## src/hdl/pcps_pkg.sv

```systemverilog
package pcps_pkg;

  // Field widths fixed at the ports
  localparam int COORD_IN_W = 16;
  localparam int BOX_W      = 16;
  localparam int CUTOFF_W   = 32;
  localparam int ROW_W      = 6;
  localparam int IDX_OUT_W  = 6;
  localparam int CFG_IDX_W  = 2;
  localparam int CFG_DATA_W = 32;

  typedef enum logic [1:0] {
    OP_LOAD  = 2'd0,
    OP_QUERY = 2'd1,
    OP_CLEAR = 2'd2
  } op_t;

  typedef enum logic [CFG_IDX_W-1:0] {
    REG_BOX_X  = 2'd0,
    REG_BOX_Y  = 2'd1,
    REG_BOX_Z  = 2'd2,
    REG_CUTOFF = 2'd3
  } cfg_reg_t;

endpackage

```

## src/hdl/pcps_axis_unit.sv

```systemverilog
module pcps_axis_unit #(
  parameter int COORD_BITS = 16
) (
  input  logic                                   clk,
  input  logic [COORD_BITS-1:0]                  coord_a,
  input  logic [COORD_BITS-1:0]                  coord_b,
  input  logic [pcps_pkg::BOX_W-1:0]             box,
  output logic [2*((COORD_BITS > pcps_pkg::BOX_W) ?
                   COORD_BITS : pcps_pkg::BOX_W)-1:0] sq
);

  localparam int MW = (COORD_BITS > pcps_pkg::BOX_W) ? COORD_BITS : pcps_pkg::BOX_W;
  localparam int W  = MW + 2;

  logic signed [W-1:0] diff;
  logic signed [W-1:0] diff2;
  logic signed [W-1:0] box_s;
  logic signed [W-1:0] diff_c;
  logic [MW-1:0]       mag;
  logic [MW-1:0]       mag_r;
  logic [2*MW-1:0]     sq_r;

  // single minimum-image wrap; ties stay put, matching round-half-even
  always_comb begin
    diff  = $signed(W'(coord_a)) - $signed(W'(coord_b));
    diff2 = diff <<< 1;
    box_s = $signed(W'(box));
    if (diff2 > box_s) begin
      diff_c = diff - box_s;
    end else if (diff2 < -box_s) begin
      diff_c = diff + box_s;
    end else begin
      diff_c = diff;
    end
    if (diff_c[W-1]) begin
      mag = MW'(-diff_c);
    end else begin
      mag = MW'(diff_c);
    end
  end

  always_ff @(posedge clk) begin
    mag_r <= mag;
    sq_r  <= mag_r * mag_r;
  end

  assign sq = sq_r;

endmodule

```

## src/hdl/periodic_cutoff_pair_search.sv

```systemverilog
// Channel   Direction  Handshake              Payload
// input     in         start, busy            in_op, in_pos_x/y/z, in_row_atom
// result    out        out_valid (strobe)     out_neighbour_index, out_found, out_last
// config    in         cfg_we                 cfg_index, cfg_wdata
//
// Load and clear never raise busy.
// A query passes each later atom through one shared axis unit (one multiplier),
// three axes in turn, then accumulate and compare.
// A row at or past the count answers with found low.
// Reset (rst_n low, synchronous) empties the store and restores the register values.
// The receiver cannot stall: each result strobes for exactly one cycle.
module periodic_cutoff_pair_search #(
  parameter int MAX_ATOMS  = 64,
  parameter int COORD_BITS = 16
) (
  input  logic                              clk,
  input  logic                              rst_n,
  input  logic                              start,
  output logic                              busy,
  input  logic [1:0]                        in_op,
  input  logic [pcps_pkg::COORD_IN_W-1:0]   in_pos_x,
  input  logic [pcps_pkg::COORD_IN_W-1:0]   in_pos_y,
  input  logic [pcps_pkg::COORD_IN_W-1:0]   in_pos_z,
  input  logic [pcps_pkg::ROW_W-1:0]        in_row_atom,
  output logic                              out_valid,
  output logic [pcps_pkg::IDX_OUT_W-1:0]    out_neighbour_index,
  output logic                              out_found,
  output logic                              out_last,
  input  logic                              cfg_we,
  input  logic [pcps_pkg::CFG_IDX_W-1:0]    cfg_index,
  input  logic [pcps_pkg::CFG_DATA_W-1:0]   cfg_wdata
);

  localparam int IW   = $clog2(MAX_ATOMS);
  localparam int CW   = $clog2(MAX_ATOMS + 1);
  localparam int MW   = (COORD_BITS > pcps_pkg::BOX_W) ? COORD_BITS : pcps_pkg::BOX_W;
  localparam int ACCW = 2 * MW + 2;
  localparam int CMPW = (CW > pcps_pkg::ROW_W) ? CW : pcps_pkg::ROW_W + 1;
  localparam int DW   = 3 * COORD_BITS;

  typedef enum logic [3:0] {
    ST_IDLE = 4'b0001,
    ST_CAP  = 4'b0010,
    ST_DIST = 4'b0100,
    ST_FIN  = 4'b1000
  } state_t;

  typedef enum logic [2:0] {
    STEP_X     = 3'd0,
    STEP_Y     = 3'd1,
    STEP_Z     = 3'd2,
    STEP_ACC_Y = 3'd3,
    STEP_ACC_Z = 3'd4,
    STEP_CMP   = 3'd5
  } step_t;

  state_t state_r, state_nxt;
  step_t  step_r, step_nxt;

  logic [CW-1:0] count_r, count_nxt;
  logic [CW-1:0] j_r, j_nxt, j_inc;
  logic [IW-1:0] pend_idx_r, pend_idx_nxt;
  logic          pend_valid_r, pend_valid_nxt;
  logic [ACCW-1:0] acc_r, acc_nxt;

  logic                         out_valid_r, out_valid_nxt;
  logic [pcps_pkg::IDX_OUT_W-1:0] out_idx_r, out_idx_nxt;
  logic                         out_found_r, out_found_nxt;
  logic                         out_last_r, out_last_nxt;

  logic [pcps_pkg::BOX_W-1:0]    box_x_r, box_y_r, box_z_r;
  logic [pcps_pkg::CUTOFF_W-1:0] cutoff_r;

  logic [DW-1:0] mem [MAX_ATOMS];
  logic [DW-1:0] rd_data_r;
  logic [DW-1:0] ri_r;
  logic [DW-1:0] wr_data;
  logic          rd_en, wr_en;
  logic [IW-1:0] rd_addr;

  logic                       accept;
  logic [COORD_BITS-1:0]      ax_a, ax_b;
  logic [pcps_pkg::BOX_W-1:0] ax_box;
  logic [2*MW-1:0]            ax_sq;

  assign accept  = start && (state_r == ST_IDLE);
  assign busy    = (state_r != ST_IDLE);
  assign j_inc   = j_r + CW'(1);
  assign wr_data = {COORD_BITS'(in_pos_x), COORD_BITS'(in_pos_y), COORD_BITS'(in_pos_z)};

  // axis select for the shared unit
  always_comb begin
    case (step_r)
      STEP_X: begin
        ax_a   = ri_r[3*COORD_BITS-1:2*COORD_BITS];
        ax_b   = rd_data_r[3*COORD_BITS-1:2*COORD_BITS];
        ax_box = box_x_r;
      end
      STEP_Y: begin
        ax_a   = ri_r[2*COORD_BITS-1:COORD_BITS];
        ax_b   = rd_data_r[2*COORD_BITS-1:COORD_BITS];
        ax_box = box_y_r;
      end
      default: begin
        ax_a   = ri_r[COORD_BITS-1:0];
        ax_b   = rd_data_r[COORD_BITS-1:0];
        ax_box = box_z_r;
      end
    endcase
  end

  pcps_axis_unit #(
    .COORD_BITS(COORD_BITS)
  ) u_axis (
    .clk    (clk),
    .coord_a(ax_a),
    .coord_b(ax_b),
    .box    (ax_box),
    .sq     (ax_sq)
  );

  always_comb begin
    state_nxt      = state_r;
    step_nxt       = step_r;
    count_nxt      = count_r;
    j_nxt          = j_r;
    pend_idx_nxt   = pend_idx_r;
    pend_valid_nxt = pend_valid_r;
    acc_nxt        = acc_r;
    out_valid_nxt  = 1'b0;
    out_idx_nxt    = '0;
    out_found_nxt  = 1'b0;
    out_last_nxt   = 1'b0;
    rd_en          = 1'b0;
    rd_addr        = '0;
    wr_en          = 1'b0;
    unique case (state_r)
      ST_IDLE: begin
        if (accept) begin
          case (in_op)
            pcps_pkg::OP_LOAD: begin
              if (count_r < CW'(MAX_ATOMS)) begin
                wr_en     = 1'b1;
                count_nxt = count_r + CW'(1);
              end
            end
            pcps_pkg::OP_CLEAR: begin
              count_nxt = '0;
            end
            pcps_pkg::OP_QUERY: begin
              if (CMPW'(in_row_atom) < CMPW'(count_r)) begin
                rd_en          = 1'b1;
                rd_addr        = in_row_atom[IW-1:0];
                j_nxt          = CW'(in_row_atom) + CW'(1);
                pend_valid_nxt = 1'b0;
                state_nxt      = ST_CAP;
              end else begin
                out_valid_nxt = 1'b1;
                out_last_nxt  = 1'b1;
              end
            end
            default: ;
          endcase
        end
      end
      ST_CAP: begin
        step_nxt = STEP_X;
        if (j_r < count_r) begin
          rd_en     = 1'b1;
          rd_addr   = j_r[IW-1:0];
          state_nxt = ST_DIST;
        end else begin
          state_nxt = ST_FIN;
        end
      end
      ST_DIST: begin
        step_nxt = step_t'(step_r + 3'd1);
        case (step_r)
          STEP_Z: begin
            acc_nxt = ACCW'(ax_sq);
            // prefetch the next atom; this one is no longer needed
            if (j_inc < count_r) begin
              rd_en   = 1'b1;
              rd_addr = j_inc[IW-1:0];
            end
          end
          STEP_ACC_Y, STEP_ACC_Z: begin
            acc_nxt = acc_r + ACCW'(ax_sq);
          end
          STEP_CMP: begin
            // hold each hit until the next hit or the end so the final one can carry last
            if (acc_r < ACCW'(cutoff_r)) begin
              if (pend_valid_r) begin
                out_valid_nxt = 1'b1;
                out_found_nxt = 1'b1;
                out_idx_nxt   = pcps_pkg::IDX_OUT_W'(pend_idx_r);
              end
              pend_valid_nxt = 1'b1;
              pend_idx_nxt   = j_r[IW-1:0];
            end
            j_nxt    = j_inc;
            step_nxt = STEP_X;
            if (!(j_inc < count_r)) begin
              state_nxt = ST_FIN;
            end
          end
          default: ;
        endcase
      end
      ST_FIN: begin
        out_valid_nxt = 1'b1;
        out_last_nxt  = 1'b1;
        out_found_nxt = pend_valid_r;
        out_idx_nxt   = pend_valid_r ? pcps_pkg::IDX_OUT_W'(pend_idx_r) : '0;
        state_nxt     = ST_IDLE;
      end
      default: state_nxt = ST_IDLE;
    endcase
  end

  always_ff @(posedge clk) begin
    if (!rst_n) begin
      state_r      <= ST_IDLE;
      step_r       <= STEP_X;
      count_r      <= '0;
      pend_valid_r <= 1'b0;
      out_valid_r  <= 1'b0;
      box_x_r      <= 16'hFFFF;
      box_y_r      <= 16'hFFFF;
      box_z_r      <= 16'hFFFF;
      cutoff_r     <= 32'd1048576;
    end else begin
      state_r      <= state_nxt;
      step_r       <= step_nxt;
      count_r      <= count_nxt;
      pend_valid_r <= pend_valid_nxt;
      out_valid_r  <= out_valid_nxt;
      if (cfg_we) begin
        unique case (cfg_index)
          pcps_pkg::REG_BOX_X:  box_x_r  <= cfg_wdata[pcps_pkg::BOX_W-1:0];
          pcps_pkg::REG_BOX_Y:  box_y_r  <= cfg_wdata[pcps_pkg::BOX_W-1:0];
          pcps_pkg::REG_BOX_Z:  box_z_r  <= cfg_wdata[pcps_pkg::BOX_W-1:0];
          pcps_pkg::REG_CUTOFF: cutoff_r <= cfg_wdata[pcps_pkg::CUTOFF_W-1:0];
          default: ;
        endcase
      end
    end
  end

  always_ff @(posedge clk) begin
    j_r         <= j_nxt;
    pend_idx_r  <= pend_idx_nxt;
    acc_r       <= acc_nxt;
    out_idx_r   <= out_idx_nxt;
    out_found_r <= out_found_nxt;
    out_last_r  <= out_last_nxt;
    if (state_r == ST_CAP) begin
      ri_r <= rd_data_r;
    end
  end

  always_ff @(posedge clk) begin
    if (wr_en) begin
      mem[count_r[IW-1:0]] <= wr_data;
    end
    if (rd_en) begin
      rd_data_r <= mem[rd_addr];
    end
  end

  assign out_valid           = out_valid_r;
  assign out_neighbour_index = out_idx_r;
  assign out_found           = out_found_r;
  assign out_last            = out_last_r;

endmodule

```

## config.mk

```make
export PLATFORM = sky130hd
export DESIGN_NAME = periodic_cutoff_pair_search
export DESIGN_NICKNAME = d
export VERILOG_FILES = /design/src/hdl/pcps_pkg.sv /design/src/hdl/pcps_axis_unit.sv /design/src/hdl/periodic_cutoff_pair_search.sv
export SDC_FILE = /design/constraint.sdc
export NUM_CORES = 2
export LEC_CHECK = 0
export ABC_AREA = 0
export BUFFER_PORTS_ARGS = -buffer_cell sky130_fd_sc_hd__buf_2
export CORE_UTILIZATION = 30
export CTS_BUF_LIST = sky130_fd_sc_hd__clkbuf_16
export DETAILED_ROUTE_END_ITERATION = 8
export GPL_TIMING_DRIVEN = 0
export SKIP_CTS_REPAIR_TIMING = 1
export SLEW_MARGIN = 15
export SYNTH_ARGS = -nofsm -noshare
export SYNTH_HDL_FRONTEND = slang
export SYNTH_SLANG_ARGS = --single-unit
```

## constraint.sdc

```tcl
create_clock -name clk -period 26.2 [get_ports clk]
set_clock_uncertainty 0.15 [all_clocks]
set_input_delay 3.93 -clock clk [delete_from_list [all_inputs] [get_ports clk]]
set_output_delay 3.93 -clock clk [all_outputs]
set_load 0.05 [all_outputs]
```

# Word-level counts from Yosys, hierarchy flattened

Memories as Yosys holds them, arrays and structs flattened. A register that Yosys moved wholly into a read port is not among the register bits.
Cells that the tools add are included.

Add/subtract/negate cells: 10
Multipliers: 1
Magnitude comparators: 7
Equal/unequal tests: 22
Muxes and demuxes: 62
Reductions and logical operators: 19

Operators with widths:

| operator              | count |
|---|---|
| $pmux W16 S2          | 3 |
| $pmux W34 S2          | 1 |
| $mux W6               | 9 |
| $mux W18              | 2 |
| $mux W7               | 5 |
| $add A34 B32 Y34      | 1 |
| $lt A34 B32 Y1        | 1 |
| $mul A16 B16 Y32      | 1 |
| $pmux W7 S2           | 2 |
| $mux W4               | 6 |
| $mux W1               | 23 |
| $add A18 B17 Y18      | 1 |
| $gt A18 B17 Y1        | 1 |
| $lt A18 B18 Y1        | 1 |
| $neg A16 Y18          | 1 |
| $pmux W6 S3           | 1 |
| $sub A18 B17 Y18      | 1 |
| $sub A16 B16 Y17      | 1 |
| $mux W16              | 1 |
| $neg A16 Y16          | 1 |
| $add A7 B1 Y7 const B | 2 |
| $lt A7 B7 Y1          | 2 |
| $pmux W4 S3           | 1 |
| $pmux W6 S2           | 1 |
| 30 further kinds      | 52 |

Register bits after elaboration: 247
RAM bits: 3,072
Output and inout port bits: 10
Logic and storage cells: 140
Memories: 1

Memories:

| name | words | width | rd ports | clocked after memory_dff | wr ports | RTL line                          | text |
|---|---|---|---|---|---|---|---|
| mem  | 64    | 48    | 1        | 1                        | 1        | periodic_cutoff_pair_search.sv:74 | `logic [DW-1:0] mem [MAX_ATOMS];` |

# Longest topological paths before layout

Depth in word-level cells: 8
Mapped depth: 35
Gate-level depth less buffers: 27

# Modules after synthesis

From an unflattened synthesis, not the netlist that was laid out.

Cells, all modules: 9,822
Area total of the unflattened synthesis: 142,807.0 µm²

By module, submodules not included:

| module                      | instances | cells each | area an instance (µm²) | sequential area each (µm²) |
|---|---|---|---|---|
| periodic_cutoff_pair_search | 1         | 8,417      | 130,775.4              | 98,624.6 |
| pcps_axis_unit              | 1         | 1,405      | 12,031.5               | 940.9 |

# Worst setup path after synthesis

Ideal clock, no wire load.

Path type: register to register
Start point: register state_r[3]
End point: register rd_data_r[0] (read register of mem), data pin
Library setup time: 272 ps
Data arrival time: 7,837 ps
Data required time: 25,778 ps
Setup slack: 17,941 ps
Cell stages (with the launch flop): 14
Path buffers: 5
Path through: dfxtp_1 nor4_1 inv_1 nor2_1 a221o_1 clkbuf_1 buf_2 buf_2 buf_2 clkbuf_1 nand3_1 a31oi_1 o22ai_1 or4_1

Cells in the longest elaborated chain, start to end: 4
Elaborated cells between the ends (all ways): 8

RTL lines:

| item                                              | RTL line                                                              | text |
|---|---|---|
| from (decl)                                       | periodic_cutoff_pair_search.sv:57                                     | `state_t state_r, state_nxt;` |
| from (signal assigned)                            | periodic_cutoff_pair_search.sv:233                                    | `state_r <= state_nxt;` |
| $eq A4 B1 Y1                                      | periodic_cutoff_pair_search.sv:86, periodic_cutoff_pair_search.sv:137 |  |
| $logic_and A1 B1 Y1                               | periodic_cutoff_pair_search.sv:86                                     | `assign accept = start && (state_r == ST_IDLE);` |
| $mux W6 / $mux W1 (equally long branches)         | periodic_cutoff_pair_search.sv:139                                    | `if (accept) begin` |
| $pmux W6 S3 / $pmux W1 S3 (equally long branches) | periodic_cutoff_pair_search.sv:137                                    | `unique case (state_r)` |
| to (decl)                                         | periodic_cutoff_pair_search.sv:75                                     | `logic [DW-1:0] rd_data_r;` |

Parallel ways exist; a longest one is shown, timed or not.
A chain may end at the register's enable or synchronous reset.

# Worst setup path after layout

Start point: input in_row_atom[1] (netlist bit)
End point: register rd_data_r[37] (read register of mem), data pin

Cells in the longest elaborated chain, start to end: 5
Elaborated cells between the ends (all ways): 9

RTL lines:

| item                                              | RTL line                           | text |
|---|---|---|
| from (decl)                                       | periodic_cutoff_pair_search.sv:24  | `input logic [pcps_pkg::ROW_W-1:0] in_row_atom,` |
| $lt A6 B7 Y1                                      | periodic_cutoff_pair_search.sv:151 | `if (CMPW'(in_row_atom) < CMPW'(count_r)) begin` |
| $mux W6 / $mux W1 (equally long branches)         | periodic_cutoff_pair_search.sv:151 |  |
| $mux W6 / $mux W1 (equally long branches)         | periodic_cutoff_pair_search.sv:140 | `case (in_op)` |
| $mux W6 / $mux W1 (equally long branches)         | periodic_cutoff_pair_search.sv:139 |  |
| $pmux W6 S3 / $pmux W1 S3 (equally long branches) | periodic_cutoff_pair_search.sv:137 |  |

Parallel ways exist; a longest one is shown, timed or not.

==> impl_metrics.toml <==
[clocking]
cts_tree = "yes"
clock_sinks = 3366
numCtsBuffers = 342
cts_root_buffer = "clkbuf_16"
clock_path_buffers = 4
clk_pin_slew_ns = 0.06
cts-htree-levels = 5
clk_latency_ns = 1.03

[sta]
period_needed_ns = 10.91
fin_ws_ns = 15.29
worst-slew-pin-transition_ns = 1.45
maxSlewViolCount = 0
finalSetupViolations = 0
fin_crit_sh_pct = 41.6
slew_headroom_pct = 2.46
hold_ws_ns = 0.287
max_freq_mhz = 91.7
rsz0062_at_grt = "false"
hold_violations = 0
setup_tns_ns = 0

[worst_setup_path]
path_class = "in2reg"
required_ns = 26.73
cp.arrival_ns = 11.44
cp-end-kind = "flip-flop"
crit_fanout = 10
cp-start-kind = "primary input"

[die]
initial_core_util_pct = 30.1
num_rows = 255
die_area_um2 = 488000
die_h_um = 698
die_x_um = 698
core_area_um2 = 483000
io_pins = 104

[grt]
grt_pass1_wl_um = 706000
antenna_found_initial = 91
grt_pass1_vias = 96673
grt.total_usage_pct = 19.9
grt.overflow.total = 0
grt_max_degree = 65

[yosys]
synth-edff-count = 3215
ys_seq_elements = 3366
netlist_instances = 11946
postSynthAreaPerCell_um2 = 12.2
synth_cell_type_count = 95
synth-async-reset-ratio_pct = 0
syn-num-nets = 12463
synthFlopType = "edfxtp_1"
ys_seq_area_share_pct = 68.4
ys_warn_count = 0
synth_area_um2 = 145000

[placed_design]
dpl_cell_area_um2 = 159000
io_buffers = 101
dp_hpwl_um = 363000
gp_congestion = 0.973
dp_slack_ns = 14.38

[route]
vias = 102345
wl_per_cell_um = 26.1
drc_errors = 0
first_iter_violations = 14413
firstDrtPassIters = 6
ant_nets = 0
vias_per_cell = 5.29
wirelength_um = 505000

[run_status]
status = "completed"

[power_and_ir_drop]
p_per_area_nw_per_um2 = 135
vdd_drop_max_v = 0.00112
p_leak_uw = 0.0602
totalPowerFinal_uw = 22900

[cells_and_area]
layout-drive-gt1-share_pct = 7.91
fillers = 46691
nNetsFinal = 13116
finalInstanceArea_um2 = 170000
area_growth_syn_to_layout_pct = 17.0

[flow_run]
cap_violations = 0

[min_path]
hold_class = "reg2reg"
## registers in the layout, indices dropped and copies added, names as in the netlist, 3 cells and up
signal               count
state_r                  4
count_r                  7
pend_idx_r               6
step_r                   3
u_axis.mag_r            16
ri_r                    48
j_r                      7
out_neighbour_index      6
box_y_r                 16
box_z_r                 16
u_axis.sq               31
cutoff_r                32
mem                   3072
rd_data_r               48
acc_r                   34
box_x_r                 16
## Yosys cell counts, types with 64 or more instances
| library cell | instances | area, um^2 |
|---|---|---|
| fa_1 | 167 | 3340 |
| nand3_1 | 1273 | 6370 |
| o21ai_0 | 89 | 445 |
| a211oi_1 | 114 | 856 |
| and3_1 | 390 | 2440 |
| a21o_1 | 64 | 480 |
| clkbuf_1 | 603 | 2260 |
| a21oi_1 | 179 | 896 |
| nand2_1 | 3409 | 12800 |
| inv_1 | 352 | 1320 |
| buf_1 | 78 | 293 |
| xnor2_1 | 81 | 709 |
| a311oi_1 | 274 | 2400 |
| nor2_1 | 230 | 863 |
| dfxtp_1 | 151 | 3020 |
| edfxtp_1 | 3215 | 96500 |
| ha_1 | 256 | 3200 |
| o22ai_1 | 84 | 526 |
| a31oi_1 | 286 | 1790 |
## cells by family (layout without fill, tap and decap cells)
logic type / count (synthesis) / count (layout) / share of synthesized area, %
simple gates: 5584 / 5584 / 16.7
other cells: 0 / 43 / 0
buf+inv: 1092 / 2017 / 2.88
mux: 59 / 59 / 0.425
compound gates: 1306 / 1306 / 6.31
xor+xnor: 114 / 114 / 0.686
flops: 3366 / 3366 / 68.4
fa+ha+maj: 425 / 425 / 4.51
## area by class of cell
class / instances / area [um^2] / share of cell area, %
repair buffers: 309 / 4800 / 2.82
inverters: 353 / 1330 / 0.779
flip-flops and latches: 3366 / 99600 / 58.5
clock buffers: 347 / 8680 / 5.10
clock inverters: 269 / 2370 / 1.40
diodes: 43 / 108 / 0.0632
plain buffers: 739 / 2890 / 1.70
multi-input cells: 7488 / 42400 / 24.9
well taps: 6425 / 8040 / 4.72
## critical path, cell delays in order
cell      delay [ns]
buf_2           0.15
ha_1            0.30
a21o_1          0.16
a21o_1          0.17
a21o_1          0.17
a21o_1          0.18
a21oi_1         0.26
nor2_1          0.10
nor3_2          0.65
a221o_1         0.80
buf_2           0.70
buf_2           0.58
clkbuf_1        0.81
clkbuf_1        0.54
nand2_1         0.11
nand3_1         0.11
a31oi_1         0.09
o22ai_1         1.08
or4_1           0.51
## power breakdown
part / internal, uW / total [uW] / switching, uW
Combinational: 4990 / 11800 / 6780
Sequential: 6180 / 6250 / 64.8
Clock: 2730 / 4910 / 2180
Total: 13900 / 22900 / 9020
## metal layers
metal  share of wire, %  global-route usage [%]
met2                 43                    30.0
met3                 13                    5.93
met1                 39                    26.6
met4                5.2                    8.89
met5              0.063                       0
## worst paths after layout
check | start | end | slack (ns) | depth (start not counted)
hold / removal | rd_data_r[45]$_DFFE_PP_ | ri_r[45]$_DFFE_PP_ | 0.29 | 0
hold reg to reg | rd_data_r[45]$_DFFE_PP_ | ri_r[45]$_DFFE_PP_ | 0.29 | 0
setup reg to reg | step_r[0]$_SDFFE_PN0P_ | u_axis.mag_r[13]$_DFF_P_ | 16.11 | 33
setup / recovery | in_row_atom[1] | rd_data_r[37]$_DFFE_PP_ | 15.29 | 19
## cells in the final DEF, fill, tap and decap left out, types with 121 or more instances in the layout
cell       instances
and3_1           390
dfxtp_1          151
a31oi_1          286
clkbuf_1         583
inv_1            429
buf_2            121
edfxtp_1        3215
nand3_1         1270
nand2_1         3409
a311oi_1         274
nor2_1           165
ha_1             256
a21oi_1          179
clkbuf_16        347
buf_12           122
fa_1             167
## stage by stage
stage / cells / utilization [%]
4_1_cts: 19294 / 35.2
3_3_place_gp: 18472 / 31.9
2_1_floorplan: 11946 / -
3_5_place_dp: 18678 / 32.9
6_report: 19339 / 35.3
5_1_grt: 19299 / 35.2
Power figures use the tool's default switching activity.
